**src/rtl/core/pfe_pkg.sv**
```systemverilog
// Playfair encryptor package: letter codes, mode codes and the command and
// status structs exchanged by the controller and the datapath.
// No dependencies.
package pfe_pkg;

   localparam int LETTER_W    = 5;
   localparam int NUM_LETTERS = 26;
   localparam int NUM_CELLS   = 25;
   localparam int SIDE        = 5;
   localparam int COORD_W     = 3;

   typedef logic [LETTER_W-1:0]    letter_type;
   typedef logic [1:0]             mode_type;
   typedef logic [COORD_W-1:0]     coord_type;
   typedef logic [2*COORD_W-1:0]   pos_type;
   typedef logic [NUM_LETTERS-1:0] used_type;

   localparam mode_type MODE_KEY   = 2'd0;
   localparam mode_type MODE_MSG   = 2'd1;
   localparam mode_type MODE_END   = 2'd2;
   localparam mode_type MODE_CLEAR = 2'd3;

   localparam letter_type LET_I    = 5'd8;
   localparam letter_type LET_J    = 5'd9;
   localparam letter_type LET_X    = 5'd23;
   localparam letter_type LET_LAST = 5'd25;

   typedef struct packed {
      logic clear;
      logic key_place;
      logic fill_start;
      logic fill_step;
      logic fill_done;
      logic msg_pair;
      logic msg_latched;
      logic flush;
      logic pos_read;
      logic cell_read;
      logic emit;
   } cmd_type;

   typedef struct packed {
      logic letter_ok;
      logic key_new;
      logic square_complete;
      logic pending_valid;
      logic fill_last;
      logic rsp_stall;
   } status_type;

endpackage

```
**src/rtl/core/pfe_req_if.sv**
```systemverilog
// Request channel of the Playfair encryptor: valid/ready plus mode and letter.
// Depends on pfe_pkg.
interface pfe_req_if;
   import pfe_pkg::*;

   logic       valid;
   logic       ready;
   mode_type   mode;
   letter_type letter;

   modport source (output valid, output mode, output letter, input ready);
   modport sink   (input valid, input mode, input letter, output ready);
endinterface

```
**src/rtl/core/pfe_rsp_if.sv**
```systemverilog
// Response channel of the Playfair encryptor: valid/ready plus one enciphered
// pair with its padded plaintext. Depends on pfe_pkg.
interface pfe_rsp_if;
   import pfe_pkg::*;

   logic       valid;
   logic       ready;
   letter_type plain_first;
   letter_type plain_second;
   letter_type cipher_first;
   letter_type cipher_second;

   modport source (output valid, output plain_first, output plain_second,
                   output cipher_first, output cipher_second, input ready);
   modport sink   (input valid, input plain_first, input plain_second,
                   input cipher_first, input cipher_second, output ready);
endinterface

```
**src/rtl/core/playfair_encryptor.sv**
```systemverilog
// Playfair encryptor top level. Key, clear, ignored and unpaired letters leave
// the block ready for the next request; a request that closes a pair steps
// through the position read, square read and emit states, holding in emit
// while an earlier response is stalled, and no new request is taken until the
// response register loads. The first message letter on an incomplete square
// adds an alphabet walk. Reset clears control state only; RAMs need no clearing.
module playfair_encryptor (
   input logic      clock,
   input logic      reset,
   pfe_req_if.sink  req_bus,
   pfe_rsp_if.source rsp_bus
);
   import pfe_pkg::*;

   cmd_type    cmd;
   status_type status;
   logic       ready;

   pfe_ctrl u_ctrl (
      .clock     (clock),
      .reset     (reset),
      .req_valid (req_bus.valid),
      .req_mode  (req_bus.mode),
      .req_ready (ready),
      .status    (status),
      .cmd       (cmd)
   );

   pfe_datapath u_datapath (
      .clock             (clock),
      .reset             (reset),
      .req_letter        (req_bus.letter),
      .cmd               (cmd),
      .status            (status),
      .rsp_ready         (rsp_bus.ready),
      .rsp_valid         (rsp_bus.valid),
      .rsp_plain_first   (rsp_bus.plain_first),
      .rsp_plain_second  (rsp_bus.plain_second),
      .rsp_cipher_first  (rsp_bus.cipher_first),
      .rsp_cipher_second (rsp_bus.cipher_second)
   );

   assign req_bus.ready = ready;

   a_fill_only_incomplete: assert property (@(posedge clock) disable iff (reset)
      cmd.fill_step |-> !status.square_complete)
      else $error("square fill walk running on a complete square");

   a_fill_done_completes: assert property (@(posedge clock) disable iff (reset)
      cmd.fill_done |=> status.square_complete)
      else $error("square not marked complete after fill walk");

   a_flush_drops_pending: assert property (@(posedge clock) disable iff (reset)
      cmd.flush |=> !status.pending_valid)
      else $error("pending letter still valid after end of message");
endmodule

```
**src/rtl/core/pfe_ram.sv**
```systemverilog
// Generic RAM: one write port, two read ports with registered read data.
// No dependencies.
module pfe_ram #(
   parameter int WIDTH = 8,
   parameter int DEPTH = 32
) (
   input  logic                                       clock,
   input  logic                                       wr_en,
   input  logic [((DEPTH > 1) ? $clog2(DEPTH) : 1)-1:0] wr_addr,
   input  logic [WIDTH-1:0]                           wr_data,
   input  logic                                       rd_en,
   input  logic [((DEPTH > 1) ? $clog2(DEPTH) : 1)-1:0] rd_addr_a,
   input  logic [((DEPTH > 1) ? $clog2(DEPTH) : 1)-1:0] rd_addr_b,
   output logic [WIDTH-1:0]                           rd_data_a,
   output logic [WIDTH-1:0]                           rd_data_b
);
   logic [WIDTH-1:0] mem_ff [DEPTH];
   logic [WIDTH-1:0] rd_a_ff;
   logic [WIDTH-1:0] rd_b_ff;

   always_ff @(posedge clock) begin
      if (wr_en) begin
         mem_ff[wr_addr] <= wr_data;
      end
      if (rd_en) begin
         rd_a_ff <= mem_ff[rd_addr_a];
         rd_b_ff <= mem_ff[rd_addr_b];
      end
   end

   assign rd_data_a = rd_a_ff;
   assign rd_data_b = rd_b_ff;
endmodule

```
**src/rtl/core/pfe_ctrl.sv**
```systemverilog
// Playfair encryptor controller: request decode, square-fill walk and the
// lookup/emit sequence. Depends on pfe_pkg.
module pfe_ctrl (
   input  logic                 clock,
   input  logic                 reset,
   input  logic                 req_valid,
   input  pfe_pkg::mode_type    req_mode,
   output logic                 req_ready,
   input  pfe_pkg::status_type  status,
   output pfe_pkg::cmd_type     cmd
);
   import pfe_pkg::*;

   localparam logic [2:0] ST_IDLE = 3'd0;
   localparam logic [2:0] ST_FILL = 3'd1;
   localparam logic [2:0] ST_POS  = 3'd2;
   localparam logic [2:0] ST_CELL = 3'd3;
   localparam logic [2:0] ST_EMIT = 3'd4;

   logic [2:0] state_ff;
   logic [2:0] state_in;
   logic       accept;

   assign req_ready = (state_ff == ST_IDLE);
   assign accept    = req_valid & req_ready;

   always_comb begin
      state_in = state_ff;
      cmd      = '0;
      case (state_ff)
         ST_IDLE: begin
            if (accept) begin
               case (req_mode)
                  MODE_CLEAR: begin
                     cmd.clear = 1'b1;
                  end
                  MODE_END: begin
                     if (status.pending_valid) begin
                        cmd.flush = 1'b1;
                        state_in  = ST_POS;
                     end
                  end
                  MODE_KEY: begin
                     cmd.key_place = status.key_new;
                  end
                  MODE_MSG: begin
                     if (status.letter_ok) begin
                        if (status.square_complete) begin
                           cmd.msg_pair = 1'b1;
                           if (status.pending_valid) begin
                              state_in = ST_POS;
                           end
                        end else begin
                           cmd.fill_start = 1'b1;
                           state_in       = ST_FILL;
                        end
                     end
                  end
                  default: ;
               endcase
            end
         end
         ST_FILL: begin
            cmd.fill_step = 1'b1;
            if (status.fill_last) begin
               cmd.fill_done   = 1'b1;
               cmd.msg_pair    = 1'b1;
               cmd.msg_latched = 1'b1;
               state_in        = status.pending_valid ? ST_POS : ST_IDLE;
            end
         end
         ST_POS: begin
            cmd.pos_read = 1'b1;
            state_in     = ST_CELL;
         end
         ST_CELL: begin
            cmd.cell_read = 1'b1;
            state_in      = ST_EMIT;
         end
         ST_EMIT: begin
            if (!status.rsp_stall) begin
               cmd.emit = 1'b1;
               state_in = ST_IDLE;
            end
         end
         default: begin
            state_in = ST_IDLE;
         end
      endcase
   end

   always_ff @(posedge clock) begin
      if (reset) begin
         state_ff <= ST_IDLE;
      end else begin
         state_ff <= state_in;
      end
   end
endmodule

```
**src/rtl/core/pfe_datapath.sv**
```systemverilog
// Playfair encryptor datapath: square and letter-position RAMs, fill counters,
// pending letter, pair rules and the response register.
// Depends on pfe_pkg and pfe_ram.
module pfe_datapath (
   input  logic                 clock,
   input  logic                 reset,
   input  pfe_pkg::letter_type  req_letter,
   input  pfe_pkg::cmd_type     cmd,
   output pfe_pkg::status_type  status,
   input  logic                 rsp_ready,
   output logic                 rsp_valid,
   output pfe_pkg::letter_type  rsp_plain_first,
   output pfe_pkg::letter_type  rsp_plain_second,
   output pfe_pkg::letter_type  rsp_cipher_first,
   output pfe_pkg::letter_type  rsp_cipher_second
);
   import pfe_pkg::*;

   function automatic coord_type coord_inc(input coord_type v);
      return (v == coord_type'(SIDE - 1)) ? '0 : v + coord_type'(1);
   endfunction

   function automatic letter_type cell_addr(input coord_type r, input coord_type c);
      return letter_type'(int'(r) * SIDE + int'(c));
   endfunction

   // control state
   used_type   used_ff, used_in;
   letter_type count_ff, count_in;
   coord_type  row_ff, row_in;
   coord_type  col_ff, col_in;
   logic       complete_ff, complete_in;
   logic       pvalid_ff, pvalid_in;
   letter_type pending_ff, pending_in;
   letter_type walk_ff, walk_in;
   logic       rsp_valid_ff, rsp_valid_in;

   // payload
   letter_type latched_ff;
   letter_type p1_ff, p1_in;
   letter_type p2_ff, p2_in;
   letter_type plain1_ff, plain2_ff, cipher1_ff, cipher2_ff;

   letter_type norm_letter;
   letter_type msg_letter;
   letter_type place_letter;
   logic       letter_ok;
   logic       fill_write;
   logic       wr_en;
   logic       pend_match;
   pos_type    q1, q2;
   coord_type  r1, c1, r2, c2;
   letter_type a1, a2;
   letter_type e1, e2;

   assign norm_letter  = (req_letter == LET_J) ? LET_I : req_letter;
   assign letter_ok    = (req_letter < letter_type'(NUM_LETTERS));
   assign msg_letter   = cmd.msg_latched ? latched_ff : norm_letter;
   assign pend_match   = (pending_ff == msg_letter);
   assign fill_write   = cmd.fill_step & (walk_ff != LET_J) & ~used_ff[walk_ff]
                         & (count_ff < letter_type'(NUM_CELLS));
   assign place_letter = cmd.fill_step ? walk_ff : norm_letter;
   assign wr_en        = cmd.key_place | fill_write;

   always_comb begin
      used_in      = used_ff;
      count_in     = count_ff;
      row_in       = row_ff;
      col_in       = col_ff;
      complete_in  = complete_ff;
      pvalid_in    = pvalid_ff;
      pending_in   = pending_ff;
      walk_in      = walk_ff;
      p1_in        = p1_ff;
      p2_in        = p2_ff;
      rsp_valid_in = rsp_valid_ff;

      if (wr_en) begin
         used_in  = used_in | (used_type'(1) << place_letter);
         count_in = count_ff + letter_type'(1);
         col_in   = coord_inc(col_ff);
         if (col_ff == coord_type'(SIDE - 1)) begin
            row_in = coord_inc(row_ff);
         end
      end
      if ((cmd.key_place && place_letter == LET_I) || cmd.fill_done) begin
         used_in = used_in | (used_type'(1) << LET_J);
      end
      if (cmd.fill_done) begin
         complete_in = 1'b1;
      end
      if (cmd.fill_start) begin
         walk_in = '0;
      end else if (cmd.fill_step) begin
         walk_in = walk_ff + letter_type'(1);
      end

      if (cmd.msg_pair) begin
         if (!pvalid_ff) begin
            pending_in = msg_letter;
            pvalid_in  = 1'b1;
         end else begin
            p1_in     = pending_ff;
            p2_in     = pend_match ? LET_X : msg_letter;
            pvalid_in = pend_match;
         end
      end
      if (cmd.flush) begin
         p1_in     = pending_ff;
         p2_in     = LET_X;
         pvalid_in = 1'b0;
      end

      if (cmd.emit) begin
         rsp_valid_in = 1'b1;
      end else if (rsp_ready) begin
         rsp_valid_in = 1'b0;
      end

      if (cmd.clear) begin
         used_in     = '0;
         count_in    = '0;
         row_in      = '0;
         col_in      = '0;
         complete_in = 1'b0;
         pvalid_in   = 1'b0;
         pending_in  = '0;
      end
   end

   always_ff @(posedge clock) begin
      if (reset) begin
         used_ff      <= '0;
         count_ff     <= '0;
         row_ff       <= '0;
         col_ff       <= '0;
         complete_ff  <= 1'b0;
         pvalid_ff    <= 1'b0;
         pending_ff   <= '0;
         walk_ff      <= '0;
         rsp_valid_ff <= 1'b0;
      end else begin
         used_ff      <= used_in;
         count_ff     <= count_in;
         row_ff       <= row_in;
         col_ff       <= col_in;
         complete_ff  <= complete_in;
         pvalid_ff    <= pvalid_in;
         pending_ff   <= pending_in;
         walk_ff      <= walk_in;
         rsp_valid_ff <= rsp_valid_in;
      end
   end

   always_ff @(posedge clock) begin
      if (cmd.fill_start) begin
         latched_ff <= norm_letter;
      end
      p1_ff <= p1_in;
      p2_ff <= p2_in;
      if (cmd.emit) begin
         plain1_ff  <= p1_ff;
         plain2_ff  <= p2_ff;
         cipher1_ff <= e1;
         cipher2_ff <= e2;
      end
   end

   // letter -> {row, col}
   pfe_ram #(
      .WIDTH (2 * COORD_W),
      .DEPTH (NUM_LETTERS)
   ) u_pos_ram (
      .clock     (clock),
      .wr_en     (wr_en),
      .wr_addr   (place_letter),
      .wr_data   ({row_ff, col_ff}),
      .rd_en     (cmd.pos_read),
      .rd_addr_a (p1_ff),
      .rd_addr_b (p2_ff),
      .rd_data_a (q1),
      .rd_data_b (q2)
   );

   assign r1 = q1[2*COORD_W-1:COORD_W];
   assign c1 = q1[COORD_W-1:0];
   assign r2 = q2[2*COORD_W-1:COORD_W];
   assign c2 = q2[COORD_W-1:0];

   always_comb begin
      if (r1 == r2) begin
         a1 = cell_addr(r1, coord_inc(c1));
         a2 = cell_addr(r1, coord_inc(c2));
      end else if (c1 == c2) begin
         a1 = cell_addr(coord_inc(r1), c1);
         a2 = cell_addr(coord_inc(r2), c1);
      end else begin
         a1 = cell_addr(r1, c2);
         a2 = cell_addr(r2, c1);
      end
   end

   // cell -> letter
   pfe_ram #(
      .WIDTH (LETTER_W),
      .DEPTH (NUM_CELLS)
   ) u_square_ram (
      .clock     (clock),
      .wr_en     (wr_en),
      .wr_addr   (count_ff),
      .wr_data   (place_letter),
      .rd_en     (cmd.cell_read),
      .rd_addr_a (a1),
      .rd_addr_b (a2),
      .rd_data_a (e1),
      .rd_data_b (e2)
   );

   assign status.letter_ok       = letter_ok;
   assign status.key_new         = letter_ok & ~complete_ff & ~used_ff[norm_letter];
   assign status.square_complete = complete_ff;
   assign status.pending_valid   = pvalid_ff;
   assign status.fill_last       = (walk_ff == LET_LAST);
   assign status.rsp_stall       = rsp_valid_ff & ~rsp_ready;

   assign rsp_valid         = rsp_valid_ff;
   assign rsp_plain_first   = plain1_ff;
   assign rsp_plain_second  = plain2_ff;
   assign rsp_cipher_first  = cipher1_ff;
   assign rsp_cipher_second = cipher2_ff;
endmodule

```
**src/flat_wrapper.sv**
```systemverilog
// flat-port wrapper written by rule: the top's interface ports become plain ports
module playfair_encryptor_flat import pfe_pkg::*;
  (clock, reset, req_bus_valid, req_bus_mode, req_bus_letter, req_bus_ready, rsp_bus_valid, rsp_bus_plain_first, rsp_bus_plain_second, rsp_bus_cipher_first, rsp_bus_cipher_second, rsp_bus_ready);
  pfe_req_if req_bus_i ();
  pfe_rsp_if rsp_bus_i ();
  input logic clock;
  input logic reset;
  input wire logic [$bits(req_bus_i.valid)-1:0] req_bus_valid;
  input wire logic [$bits(req_bus_i.mode)-1:0] req_bus_mode;
  input wire logic [$bits(req_bus_i.letter)-1:0] req_bus_letter;
  output wire logic [$bits(req_bus_i.ready)-1:0] req_bus_ready;
  output wire logic [$bits(rsp_bus_i.valid)-1:0] rsp_bus_valid;
  output wire logic [$bits(rsp_bus_i.plain_first)-1:0] rsp_bus_plain_first;
  output wire logic [$bits(rsp_bus_i.plain_second)-1:0] rsp_bus_plain_second;
  output wire logic [$bits(rsp_bus_i.cipher_first)-1:0] rsp_bus_cipher_first;
  output wire logic [$bits(rsp_bus_i.cipher_second)-1:0] rsp_bus_cipher_second;
  input wire logic [$bits(rsp_bus_i.ready)-1:0] rsp_bus_ready;
  assign req_bus_i.valid = req_bus_valid;
  assign req_bus_i.mode = req_bus_mode;
  assign req_bus_i.letter = req_bus_letter;
  assign req_bus_ready = req_bus_i.ready;
  assign rsp_bus_valid = rsp_bus_i.valid;
  assign rsp_bus_plain_first = rsp_bus_i.plain_first;
  assign rsp_bus_plain_second = rsp_bus_i.plain_second;
  assign rsp_bus_cipher_first = rsp_bus_i.cipher_first;
  assign rsp_bus_cipher_second = rsp_bus_i.cipher_second;
  assign rsp_bus_i.ready = rsp_bus_ready;
  playfair_encryptor u_core (.clock(clock), .reset(reset), .req_bus(req_bus_i), .rsp_bus(rsp_bus_i));
endmodule
```
**config.mk**
```make
export PLATFORM = sky130hd
export DESIGN_NAME = playfair_encryptor_flat
export DESIGN_NICKNAME = d
export VERILOG_FILES = /design/src/rtl/core/pfe_pkg.sv /design/src/rtl/core/pfe_req_if.sv /design/src/rtl/core/pfe_rsp_if.sv /design/src/rtl/core/playfair_encryptor.sv /design/src/rtl/core/pfe_ram.sv /design/src/rtl/core/pfe_ctrl.sv /design/src/rtl/core/pfe_datapath.sv /design/src/flat_wrapper.sv
export SDC_FILE = /design/constraint.sdc
export NUM_CORES = 1
export LEC_CHECK = 0
export BUFFER_PORTS_ARGS = -buffer_cell sky130_fd_sc_hd__buf_2
export CORE_ASPECT_RATIO = 0.8
export CORE_MARGIN = 4
export CORE_UTILIZATION = 50
export CTS_BUF_LIST = sky130_fd_sc_hd__clkbuf_16
export DETAILED_ROUTE_END_ITERATION = 16
export PLACE_DENSITY = 0.66
export SYNTH_ARGS = -nofsm -noshare
export SYNTH_HDL_FRONTEND = slang
export SYNTH_SLANG_ARGS = --single-unit
```
**constraint.sdc**
```tcl
create_clock -name clock -period 5.1 [get_ports clock]
set_input_delay 0.51 -clock clock [delete_from_list [all_inputs] [get_ports clock]]
set_output_delay 0.51 -clock clock [all_outputs]
set_load 0.01 [all_outputs]
```
==> impl_metrics.tcl <==
set metrics [dict create \
    status "finished clean" \
    nets 1544 \
    drt_iter0_drc 1495 \
    clock_path_buffers 3 \
    start_util_pct 50.5 \
    internal_power_mw 5.05 \
    synth_edf_count 333 \
    ant_nets 0 \
    setup_viol 0 \
    power.leakage_nw 7.37 \
    cts-root-buf "clkbuf_16" \
    vias_per_cell 6.36 \
    hold_violations 0 \
    period_needed_ns 4.56 \
    syn_area_um2 19900 \
    clk_pin_slew_ns 0.06 \
    area_delta_synth_final_pct 9.94 \
    fin_skew_ns 0.0248 \
    avgRoutedWirePerCell_um 26.0 \
    drc 0 \
    fmaxAchievable_ghz 0.219 \
    power_mw 6.41 \
    crit_type "reg2reg" \
    synth.area.top_cells "edfxtp_1 (50%), mux4_2 (11%), dfxtp_1 (5.8%)" \
    slew_viol_final 0 \
    required_ns 5.41 \
    finalWirelength_um 53100 \
    hp-class "in2reg" \
    tightest_slew_ns 1.14 \
    rsz0062_at_grt "no" \
    ir_drop_mv 0.210 \
    cts.repair.resized 0 \
    grt_max_degree 44 \
    vias 13000 \
    cts_buffers 40 \
    hold_buffers 0 \
    cp-end-kind "flop" \
    p_clk_share_pct 43.1 \
    synthMostInstantiatedCell "edfxtp_1" \
    grt-ovfl-total 0 \
    slew_headroom_pct 24.3 \
    grt_pass1_wl_um 80000 \
    syn_avg_cell_area_um2 13.7 \
    gp_congestion 0.963 \
    synth_top_area_share_pct 50.3 \
    synth-main-ff-cell "edfxtp_1" \
    clock-sinks 391 \
    clk_latency_ns 0.56 \
    ys_async_sr_fraction_pct 0 \
    crit_path_start_kind "flop" \
    grt_pass1_vias 12500 \
    pwr_density_cell_nw_per_um2 294 \
    synthTopCellsByCount "edfxtp_1 (333), nand2_1 (141), mux4_2 (95), nor2_1 (88), mux2i_1 (83)" \
    cts_tree "built" \
    drtPass1Iterations 5 \
    core_um2 39400 \
    syn_nets 1524 \
    swShare_pct 21.3 \
    place_hpwl_um 37600 \
    die_h_um 186 \
    cap_violations 0 \
    yosys.cell_types.count 82 \
    cp.arrival_ns 4.87 \
    die_w_um 231 \
    die-area_um2 43000 \
    ios 33 \
    comb_power_share_pct 2.6 \
    share_seq_of_total_power_pct 54.3 \
    tns_ns 0 \
    switching_power_mw 1.37 \
    crit_fanout 8 \
    port_buffers 32 \
    yosysTopAreaCell "edfxtp_1" \
    ys_seq_area_share_pct 56.2 \
    yosys_warnings 0 \
    cts_max_level 2 \
    syn_inst 1454 \
    antenna_found_initial 4 \
    grt_use_total_pct 24.7 \
    drive_above_1_share_pct 20.2 \
    post-cts-setup-buffers 0 \
    core.rowCount 65 \
    fin_crit_sh_pct 89.4 \
    synth-seq-cells 391 \
]
[power groups by stage]
stage	logic, mW	registers (mW)	clock network (mW)
floorplan	0.116	3.54	0
global placement	0.157	3.55	0
detailed placement	0.161	3.55	0
CTS	0.161	3.48	2.81
global route	0.175	3.48	2.96
finish	0.164	3.48	2.77
[per-stage QoR]
| step | instances | util [%] | instance area (um2) | setup WS [ns] | hold WS [ns] |
|---|---|---|---|---|---|
| finish | 2046 | 55.5 | 21800 | 0.541 | 0.309 |
| global route | 2045 | 55.5 | 21800 | 0.443 | 0.311 |
| floorplan | 1454 | - | 19900 | 1.21 | 0.400 |
| detailed placement | 1968 | 52.3 | 20600 | 0.716 | 0.408 |
| CTS | 2042 | 55.5 | 21800 | 0.693 | 0.284 |
| global placement | 1968 | 52.3 | 20600 | 0.772 | 0.404 |
[registers in the layout, summed over array words and instances (netlist names), 6 cells and up]
| signal | flops |
|---|---|
| u_core.u_datapath.used_ff | 26 |
| u_core.u_datapath.u_pos_ram.rd_data_a | 6 |
| u_core.u_datapath.u_pos_ram.rd_data_b | 6 |
| u_core.u_datapath.u_pos_ram.mem_ff | 156 |
| u_core.u_datapath.u_square_ram.mem_ff | 125 |
[worst paths after layout]
check / cells after the start / slack [ns] / endpoint / start
worst max-delay path: 15 / 0.54 / u_core.u_datapath.u_square_ram.rd_data_b[1]$_DFFE_PP_ / u_core.u_datapath.u_pos_ram.rd_data_b[3]$_DFFE_PN_
worst min-delay path: 2 / 0.31 / u_core.u_datapath.rsp_valid$_SDFFE_PP0P_ / reset
worst max register to register: 15 / 0.54 / u_core.u_datapath.u_square_ram.rd_data_b[1]$_DFFE_PP_ / u_core.u_datapath.u_pos_ram.rd_data_b[3]$_DFFE_PN_
worst min register to register: 0 / 0.42 / u_core.u_datapath.rsp_cipher_second[3]$_DFFE_PP_ / u_core.u_datapath.u_square_ram.rd_data_b[3]$_DFFE_PP_
[layout by cell type, fill, tap and decap left out, types with 13 or more instances in the layout]
cell type    n
buf_2       32
edfxtp_1   333
buf_4       36
o21a_1      29
inv_1       43
dfxtp_1     56
mux2i_1     83
ha_1        53
o21ai_0     20
mux2_2      31
nor2_1      87
nand4_1     18
nor2b_1     19
a21oi_1     48
nor3_1      14
nor3_2      24
clkbuf_16   40
a31oi_1     13
nand2_1    141
a211oi_1    20
xnor2_1     14
nand3_1     32
xor2_1      19
mux4_2      95
[worst max-delay path, stage by stage, from the launching register on]
cell      delay [ns]
edfxtp_1        0.51
inv_1           0.10
ha_1            0.18
nor2_1          0.05
mux2_2          0.28
ha_1            0.28
ha_1            0.34
fa_1            0.46
and4_1          0.18
o31ai_2         0.61
buf_4           0.29
and2_1          0.26
nand2_1         0.12
o32ai_1         0.15
a211oi_1        0.08
a21oi_1         0.43
[metal layers]
metal / vias up / track usage (%) / part of all wire [%]
li1: 5720 / - / -
met1: 6553 / 38.0 / 45
met2: 670 / 35.4 / 42
met3: 73 / 7.16 / 11
met4: 0 / 4.83 / 1.8
met5: - / 0 / 0
[logic make-up after synthesis]
family	after synthesis	synth area share (%)
flip-flops	391	56.2
multiplexers	210	16.8
buffers and inverters	120	2.71
AO/OA/AOI/OAI	247	8.84
XOR/XNOR	35	1.65
AND/OR/NAND/NOR	392	9.84
adder cells (fa/ha/maj)	59	3.94
[area by class of cell]
cell class	count	area, um2
multi-input cells	943	8220
flip-flops and latches	391	11200
repair buffers	68	430
clock inverters	34	235
diodes	4	10.0
inverters	30	113
well taps	536	671
fillers	3194	17500
clock buffers	40	1000
Power figures use the tool's default switching activity.
